==> config.mk <==
export PLATFORM = sky130hd
export DESIGN_NAME = character_cell_pixel_generator
export DESIGN_NICKNAME = d
export VERILOG_FILES = /design/src/rtl/core/ccpg_pkg.sv /design/src/rtl/core/ccpg_regs.sv /design/src/rtl/core/ccpg_lane.sv /design/src/rtl/core/character_cell_pixel_generator.sv
export SDC_FILE = /design/constraint.sdc
export NUM_CORES = 1
export LEC_CHECK = 0
export ABC_CLOCK_PERIOD_IN_PS = 4700
export CORE_MARGIN = 2
export CORE_UTILIZATION = 40
export DETAILED_ROUTE_END_ITERATION = 6
export DONT_BUFFER_PORTS = 1
export MAX_ROUTING_LAYER = met4
export PLACE_DENSITY = 0.63
export SLEW_MARGIN = 10
export SYNTH_ARGS = -nofsm -noshare
export SYNTH_HDL_FRONTEND = slang
export SYNTH_SLANG_ARGS = --single-unit
==> constraint.sdc <==
create_clock -name clk -period 4.7 [get_ports clk]
set_clock_uncertainty 0.05 [all_clocks]
set_input_delay 0.235 -clock clk [delete_from_list [all_inputs] [get_ports clk]]
set_output_delay 0.235 -clock clk [all_outputs]
set_load 0.005 [all_outputs]
==> src/rtl/core/ccpg_pkg.sv <==
package ccpg_pkg;

    localparam int unsigned NUM_PIX = 8;

    // display mode codes: bit0 multicolour, bit1 bitmap, bit2 extended background
    localparam logic [2:0] MODE_STD_TEXT = 3'd0;
    localparam logic [2:0] MODE_MC_TEXT  = 3'd1;
    localparam logic [2:0] MODE_HIRES_BM = 3'd2;
    localparam logic [2:0] MODE_MC_BM    = 3'd3;
    localparam logic [2:0] MODE_ECM_TEXT = 3'd4;

    // register indexes (byte address = 4 * index)
    localparam logic [2:0] REG_DISPLAY_MODE = 3'd0;
    localparam logic [2:0] REG_BORDER_COLOR = 3'd1;
    localparam logic [2:0] REG_BG_COLOR_0   = 3'd2;
    localparam logic [2:0] REG_BG_COLOR_1   = 3'd3;
    localparam logic [2:0] REG_BG_COLOR_2   = 3'd4;
    localparam logic [2:0] REG_BG_COLOR_3   = 3'd5;

    localparam int unsigned PADDR_W = 5;

    typedef struct packed {
        logic [2:0]      display_mode;
        logic [3:0]      border_color;
        logic [3:0][3:0] bg_color;
    } cfg_t;

    typedef struct packed {
        logic       border;
        logic [7:0] char_code;
        logic [7:0] pattern;
        logic [3:0] color_nibble;
    } cell_t;

    typedef struct packed {
        logic [14:0] pixel_0;
        logic [14:0] pixel_1;
        logic [14:0] pixel_2;
        logic [14:0] pixel_3;
        logic [14:0] pixel_4;
        logic [14:0] pixel_5;
        logic [14:0] pixel_6;
        logic [14:0] pixel_7;
    } pix_t;

    localparam logic [15:0][23:0] PALETTE_888 = {
        24'ha4a7a2, 24'h5f53fe, 24'h59fe59, 24'h70746f,
        24'h424540, 24'hfe4a57, 24'h6a3304, 24'hb84104,
        24'hdff60a, 24'h211bae, 24'h1fd21e, 24'hb41ae2,
        24'h30e6c6, 24'hbe1a24, 24'hfdfefc, 24'h000000
    };

    // 8:8:8 to 5:5:5 by dropping the low three bits of each channel
    function automatic logic [14:0] to_rgb555(input logic [3:0] idx);
        logic [23:0] c;
        c = PALETTE_888[idx];
        return {c[23:19], c[15:11], c[7:3]};
    endfunction

endpackage

==> src/rtl/core/ccpg_regs.sv <==
module ccpg_regs (
    input  logic                              clk,
    input  logic                              rst_n,
    input  logic                              psel,
    input  logic                              penable,
    input  logic                              pwrite,
    input  logic [ccpg_pkg::PADDR_W-1:0]      paddr,
    input  logic [31:0]                       pwdata,
    output logic [31:0]                       prdata,
    output logic                              pready,
    output ccpg_pkg::cfg_t                    cfg
);
    import ccpg_pkg::*;

    cfg_t       cfg_reg;
    cfg_t       cfg_next;
    logic       wr_en;
    logic [2:0] reg_idx;

    assign pready  = 1'b1;
    assign wr_en   = psel & penable & pwrite;
    assign reg_idx = paddr[PADDR_W-1:2];

    always_comb
    begin
        cfg_next = cfg_reg;
        if (wr_en)
        begin
            case (reg_idx)
                REG_DISPLAY_MODE: cfg_next.display_mode = pwdata[2:0];
                REG_BORDER_COLOR: cfg_next.border_color = pwdata[3:0];
                REG_BG_COLOR_0:   cfg_next.bg_color[0]  = pwdata[3:0];
                REG_BG_COLOR_1:   cfg_next.bg_color[1]  = pwdata[3:0];
                REG_BG_COLOR_2:   cfg_next.bg_color[2]  = pwdata[3:0];
                REG_BG_COLOR_3:   cfg_next.bg_color[3]  = pwdata[3:0];
                default:          cfg_next = cfg_reg;
            endcase
        end
    end

    always_ff @(posedge clk or negedge rst_n)
    begin
        if (!rst_n)
            cfg_reg <= '0;
        else
            cfg_reg <= cfg_next;
    end

    always_comb
    begin
        case (reg_idx)
            REG_DISPLAY_MODE: prdata = {29'd0, cfg_reg.display_mode};
            REG_BORDER_COLOR: prdata = {28'd0, cfg_reg.border_color};
            REG_BG_COLOR_0:   prdata = {28'd0, cfg_reg.bg_color[0]};
            REG_BG_COLOR_1:   prdata = {28'd0, cfg_reg.bg_color[1]};
            REG_BG_COLOR_2:   prdata = {28'd0, cfg_reg.bg_color[2]};
            REG_BG_COLOR_3:   prdata = {28'd0, cfg_reg.bg_color[3]};
            default:          prdata = 32'd0;
        endcase
    end

    assign cfg = cfg_reg;

endmodule

==> src/rtl/core/ccpg_lane.sv <==
module ccpg_lane (
    input  ccpg_pkg::cfg_t  cfg,
    input  logic            border,
    input  logic [7:0]      char_code,
    input  logic [3:0]      color_nibble,
    input  logic            pix_bit,
    input  logic [1:0]      pix_pair,
    output logic [14:0]     pixel
);
    import ccpg_pkg::*;

    logic [3:0] idx;
    logic       black;

    always_comb
    begin
        idx   = 4'd0;
        black = 1'b0;
        if (border)
        begin
            idx = cfg.border_color;
        end
        else
        begin
            case (cfg.display_mode)
                MODE_STD_TEXT:
                    idx = pix_bit ? color_nibble : cfg.bg_color[0];
                MODE_MC_TEXT:
                begin
                    // multicolour only for cells whose colour nibble has bit 3 set
                    if (color_nibble[3])
                        idx = (pix_pair == 2'b11) ? {1'b0, color_nibble[2:0]}
                                                  : cfg.bg_color[pix_pair];
                    else
                        idx = pix_bit ? color_nibble : cfg.bg_color[0];
                end
                MODE_HIRES_BM:
                    idx = pix_bit ? char_code[7:4] : char_code[3:0];
                MODE_MC_BM:
                begin
                    case (pix_pair)
                        2'b00:   idx = cfg.bg_color[0];
                        2'b01:   idx = char_code[7:4];
                        2'b10:   idx = char_code[3:0];
                        default: idx = color_nibble;
                    endcase
                end
                MODE_ECM_TEXT:
                    idx = pix_bit ? color_nibble : cfg.bg_color[char_code[7:6]];
                default:
                    black = 1'b1;
            endcase
        end
    end

    assign pixel = black ? 15'd0 : to_rgb555(idx);

endmodule

==> src/rtl/core/character_cell_pixel_generator.sv <==
// Character cell pixel generator. One cell item (border flag, screen code,
// pattern byte, colour nibble) in, eight RGB555 pixels out, leftmost pixel
// from the pattern MSB. Throughput is one cell per clock when pix_ready does
// not stall the output. Each cell passes the input register and then the
// result register, between which eight identical pixel lanes pick a palette
// index and look it up. Mode and colour registers sit on the APB port at byte
// address 4*index and should only be changed while no cell is in flight.
module character_cell_pixel_generator (
    input  logic                          clk,
    input  logic                          rst_n,
    input  logic                          psel,
    input  logic                          penable,
    input  logic                          pwrite,
    input  logic [ccpg_pkg::PADDR_W-1:0]  paddr,
    input  logic [31:0]                   pwdata,
    output logic [31:0]                   prdata,
    output logic                          pready,
    input  logic                          cell_valid,
    output logic                          cell_ready,
    input  ccpg_pkg::cell_t               cell_data,
    output logic                          pix_valid,
    input  logic                          pix_ready,
    output ccpg_pkg::pix_t                pixels
);
    import ccpg_pkg::*;

    cfg_t                     cfg;
    cell_t                    cell_reg;
    logic                     s1_valid_reg;
    logic                     s1_valid_next;
    pix_t                     pix_reg;
    logic                     pix_valid_reg;
    logic                     pix_valid_next;
    logic                     s2_free;
    logic                     s1_adv;
    logic [NUM_PIX-1:0][14:0] lane_pix;
    pix_t                     pix_next;

    ccpg_regs u_regs (
        .clk     (clk),
        .rst_n   (rst_n),
        .psel    (psel),
        .penable (penable),
        .pwrite  (pwrite),
        .paddr   (paddr),
        .pwdata  (pwdata),
        .prdata  (prdata),
        .pready  (pready),
        .cfg     (cfg)
    );

    assign s2_free    = !pix_valid_reg || pix_ready;
    assign s1_adv     = s1_valid_reg && s2_free;
    assign cell_ready = !s1_valid_reg || s2_free;

    assign s1_valid_next  = (cell_valid && cell_ready) || (s1_valid_reg && !s2_free);
    assign pix_valid_next = s1_adv || (pix_valid_reg && !pix_ready);

    always_ff @(posedge clk or negedge rst_n)
    begin
        if (!rst_n)
        begin
            s1_valid_reg  <= 1'b0;
            pix_valid_reg <= 1'b0;
        end
        else
        begin
            s1_valid_reg  <= s1_valid_next;
            pix_valid_reg <= pix_valid_next;
        end
    end

    always_ff @(posedge clk)
    begin
        if (cell_valid && cell_ready)
            cell_reg <= cell_data;
        if (s1_adv)
            pix_reg <= pix_next;
    end

    genvar p;
    generate
        for (p = 0; p < NUM_PIX; p++)
        begin : g_lane
            // pairs are two pixels wide, pair 7:6 leftmost
            ccpg_lane u_lane (
                .cfg          (cfg),
                .border       (cell_reg.border),
                .char_code    (cell_reg.char_code),
                .color_nibble (cell_reg.color_nibble),
                .pix_bit      (cell_reg.pattern[NUM_PIX-1-p]),
                .pix_pair     (cell_reg.pattern[(NUM_PIX-1-(p & ~1)) -: 2]),
                .pixel        (lane_pix[p])
            );
        end
    endgenerate

    assign pix_next = {lane_pix[0], lane_pix[1], lane_pix[2], lane_pix[3],
                       lane_pix[4], lane_pix[5], lane_pix[6], lane_pix[7]};

    assign pix_valid = pix_valid_reg;
    assign pixels    = pix_reg;

`ifndef SYNTHESIS
    a_accept_loads: assert property (@(posedge clk) disable iff (!rst_n)
        (cell_valid && cell_ready) |=> s1_valid_reg)
        else $error("accepted item not held in input register");

    a_s1_holds: assert property (@(posedge clk) disable iff (!rst_n)
        (s1_valid_reg && !s2_free) |=> s1_valid_reg)
        else $error("stalled item dropped from input register");

    a_s1_moves: assert property (@(posedge clk) disable iff (!rst_n)
        s1_adv |=> pix_valid_reg)
        else $error("item lost between input and result register");

    a_empty_ready: assert property (@(posedge clk) disable iff (!rst_n)
        !pix_valid_reg |-> cell_ready)
        else $error("input stalled while result register empty");
`endif

endmodule

==> run summary <==
CP Max Fanout: 21
first-pass GRT wire length: 59.28 mm
hold-fix buffers at CTS: 30
Final #Nets: 1461
Final setup viols: 0
Die Height: 186.9 um
Die ar.: 0.03494 mm^2
final instance area: 0.01448 mm^2
Via density: 6.061
DRT antenna net count: 0
Synth-to-Final Area Change: 8.160%
IO Pins: 220
fin. max-slew vios: 0
Worst slew margin: 28.16%
H-tree depth: 4
Final GP Congestion: 0.9455
ant diodes: 0
crit-path leading delay family: simple AND/OR/NAND/NOR gates
Peak Freq: 245.8 MHz
CP arrival: 4.21 ns
pin count of the biggest net entering global routing: 121
crit path launch type: register
clock tree buffer depth: 2
Min-Delay Path Class: primary input to register
synthesized area: 0.01339 mm^2
clk sinks: 166
Root Buffer: clkbuf_16
outcome: finished clean
syn_area_per_cell: 9.886 um^2
Setup Buffers After CTS: 0
Post-CTS Resized: 0
post-synth top area cell: edfxtp_1
Slew @ Worst Pin: 1.078 ns
register area share after synthesis: 36.31%
global route overflow: 0
Worst R2R Start: u_regs.cfg[21]$_DFFE_PN0P_
Final Hold Slack: 0.02836 ns
CP most frequent cell: inv_1
total track usage: 22.08%
Crit. End Element: register
fillers: 3118
Cell Rows: 66
maxcap violations: 0
RSZ-0062 raised after global routing: false
maximum vdd drop: 281.8 uV
CP Cell Sequence: or3_1 -> o22ai_1 -> o31a_1 -> nor2_1 -> inv_1 -> ha_1 -> inv_1 -> nand2_1 -> a21bo_2 -> o311a_1
Avg WL per Cell: 21.11 um
Area contributors post-synth: edfxtp_1 (32%), mux2i_1 (6.8%), ha_1 (6.0%)
Critical Path Sink: pixels[110]$_SDFFCE_PP0P_
CTS tree: yes
Leak: 0.005531 uW
Setup TNS Final: 0 ns
RR Endpoint: pixels[110]$_SDFFCE_PP0P_
fraction of layout instances using a drive strength above 1: 14.35%
CP Class: register to register
core area: 0.03278 mm^2
Final min period: 4.068 ns
DR vias: 10.83k
CP startpoint: u_regs.cfg[21]$_DFFE_PN0P_
DRC viols: 0
DRT iter0 DRCs: 1033
Data required, critical path: 4.85 ns
CP bufs+invs: 2
#FFs+latches synth: 166
initial antenna violation count: 0
Area after DPL: 0.01359 mm^2
first-pass iteration count of the detailed router: 6
Worst path depth: 10
Primary FF master, synth: edfxtp_1
Fin. Hold Viols: 0
Post-synth EDFFs: 141
slowest CP cell: dfrtp_1
crit-path max cell delay: 0.84 ns
Cell variety after synth: 99
share of async-settable or async-resettable flops after synthesis: 15.06%
clock transition at the registers of the reported paths: 0.07 ns
power per cell area: 454.1 mW/mm^2
post-synth top area share: 31.63%
R2R cell count: 10
number of global-route vias before repair: 10.04k
Final period util: 86.55%
Hold Path Origin: paddr[2]
Num CTS Buffers: 17
max FFs per register: 120
Final Util: 44.16%
Port-buffer cells: 0
clock latency on the worst-skew pair: 0.45 ns
dpl hpwl: 26.55 mm
final wirelength: 37.72 mm
Synth Instances: 1354
flop-to-flop setup slack: 0.63 ns
Die W: 186.9 um
warnings from Yosys: 0
Initial Utilization: 40.83%
cells in the mapped netlist, types with 35 or more instances:
| cell | instances |
|---|---|
| mux2i_1 | 91 |
| clkbuf_1 | 36 |
| a21oi_1 | 82 |
| edfxtp_1 | 141 |
| nand2b_1 | 35 |
| o21ai_0 | 55 |
| nor2_1 | 90 |
| mux2_2 | 46 |
| buf_2 | 54 |
| buf_4 | 43 |
| nand2_1 | 111 |
| ha_1 | 64 |
| inv_1 | 42 |
cell families (layout without fill, tap and decap cells):
group           Yosys count  count (layout)  share of synthesized area (%)
fa+ha+maj                64              64                          5.982
other cells               2              29                        0.05611
flops                   166             166                          36.31
xor+xnor                 10              10                         0.6544
buf+inv                 190             154                          7.600
mux                     162             162                          14.73
simple gates            364             364                          13.59
compound gates          396             396                          21.08
cell type report:
class	count	area [um^2]	share of cell area (%)
clock buffer	17	425.4	2.938
clock inverter	15	152.6	1.054
inverter	45	168.9	1.167
multi-input combinational	1025	7642	52.79
sequential	166	4860	33.57
tap	442	553.0	3.820
timing repair buffer	77	675.6	4.667
where the power goes:
| part | total [uW] | switching [uW] | internal (uW) |
|---|---|---|---|
| Clock | 1410 | 630 | 783 |
| Sequential | 2380 | 310 | 2070 |
| Combinational | 2780 | 1670 | 1120 |
per-layer routing:
layer  global-route usage, %  vias up  share of wire [%]
met2                   32.96      533                 45
li1                        -     5011                  -
met3                   3.865       82                7.1
met5                       -        -                  0
met4                   9.096        0                3.4
met1                   29.65     5205                 45
per-stage QoR:
step | worst slack (ns) | instances | total power [uW]
floorplan | 0.9166 | 1381 | 4439
global placement | 0.8004 | 1725 | 5073
detailed placement | 0.7400 | 1725 | 5126
CTS | 0.7031 | 1787 | 6580
global route | 0.4448 | 1787 | 6972
finish | 0.6323 | 1787 | 6574
placed cells by master (no fill, tap or decap), drive strengths merged, types with 12 or more instances in the layout:
cell type / Yosys / final
a21o: 16 / 16
dlygate4sd3: 0 / 29
nor3: 15 / 15
o22ai: 26 / 26
mux2: 47 / 47
buf: 109 / 48
nand2: 111 / 111
dfrtp: 25 / 25
a211oi: 35 / 35
inv: 45 / 49
and2: 13 / 13
ha: 64 / 64
nand2b: 36 / 36
or3: 13 / 13
conb: 2 / 29
a21oi: 85 / 85
mux2i: 92 / 92
o31ai: 13 / 13
nor2: 93 / 93
edfxtp: 141 / 141
o211ai: 23 / 23
o21ai: 63 / 63
nand3: 25 / 25
clkbuf: 36 / 17
mux4: 23 / 23
nor2b: 15 / 15
a31oi: 16 / 16
nand3b: 12 / 12
worst min-delay path by stage:
stage                                 endpoint  slack [ns]  cells past startpoint
finish              u_regs.cfg[10]$_DFFE_PN0P_        0.03                      2
global route        u_regs.cfg[10]$_DFFE_PN0P_        0.07                      2
CTS                 u_regs.cfg[10]$_DFFE_PN0P_        0.02                      2
detailed placement      s1_valid_reg$_DFF_PN0_       -0.11                      0
global placement        s1_valid_reg$_DFF_PN0_       -0.11                      0
floorplan                  pix_valid$_DFF_PN0_       -0.11                      0
(Power assumes the default switching activity.)
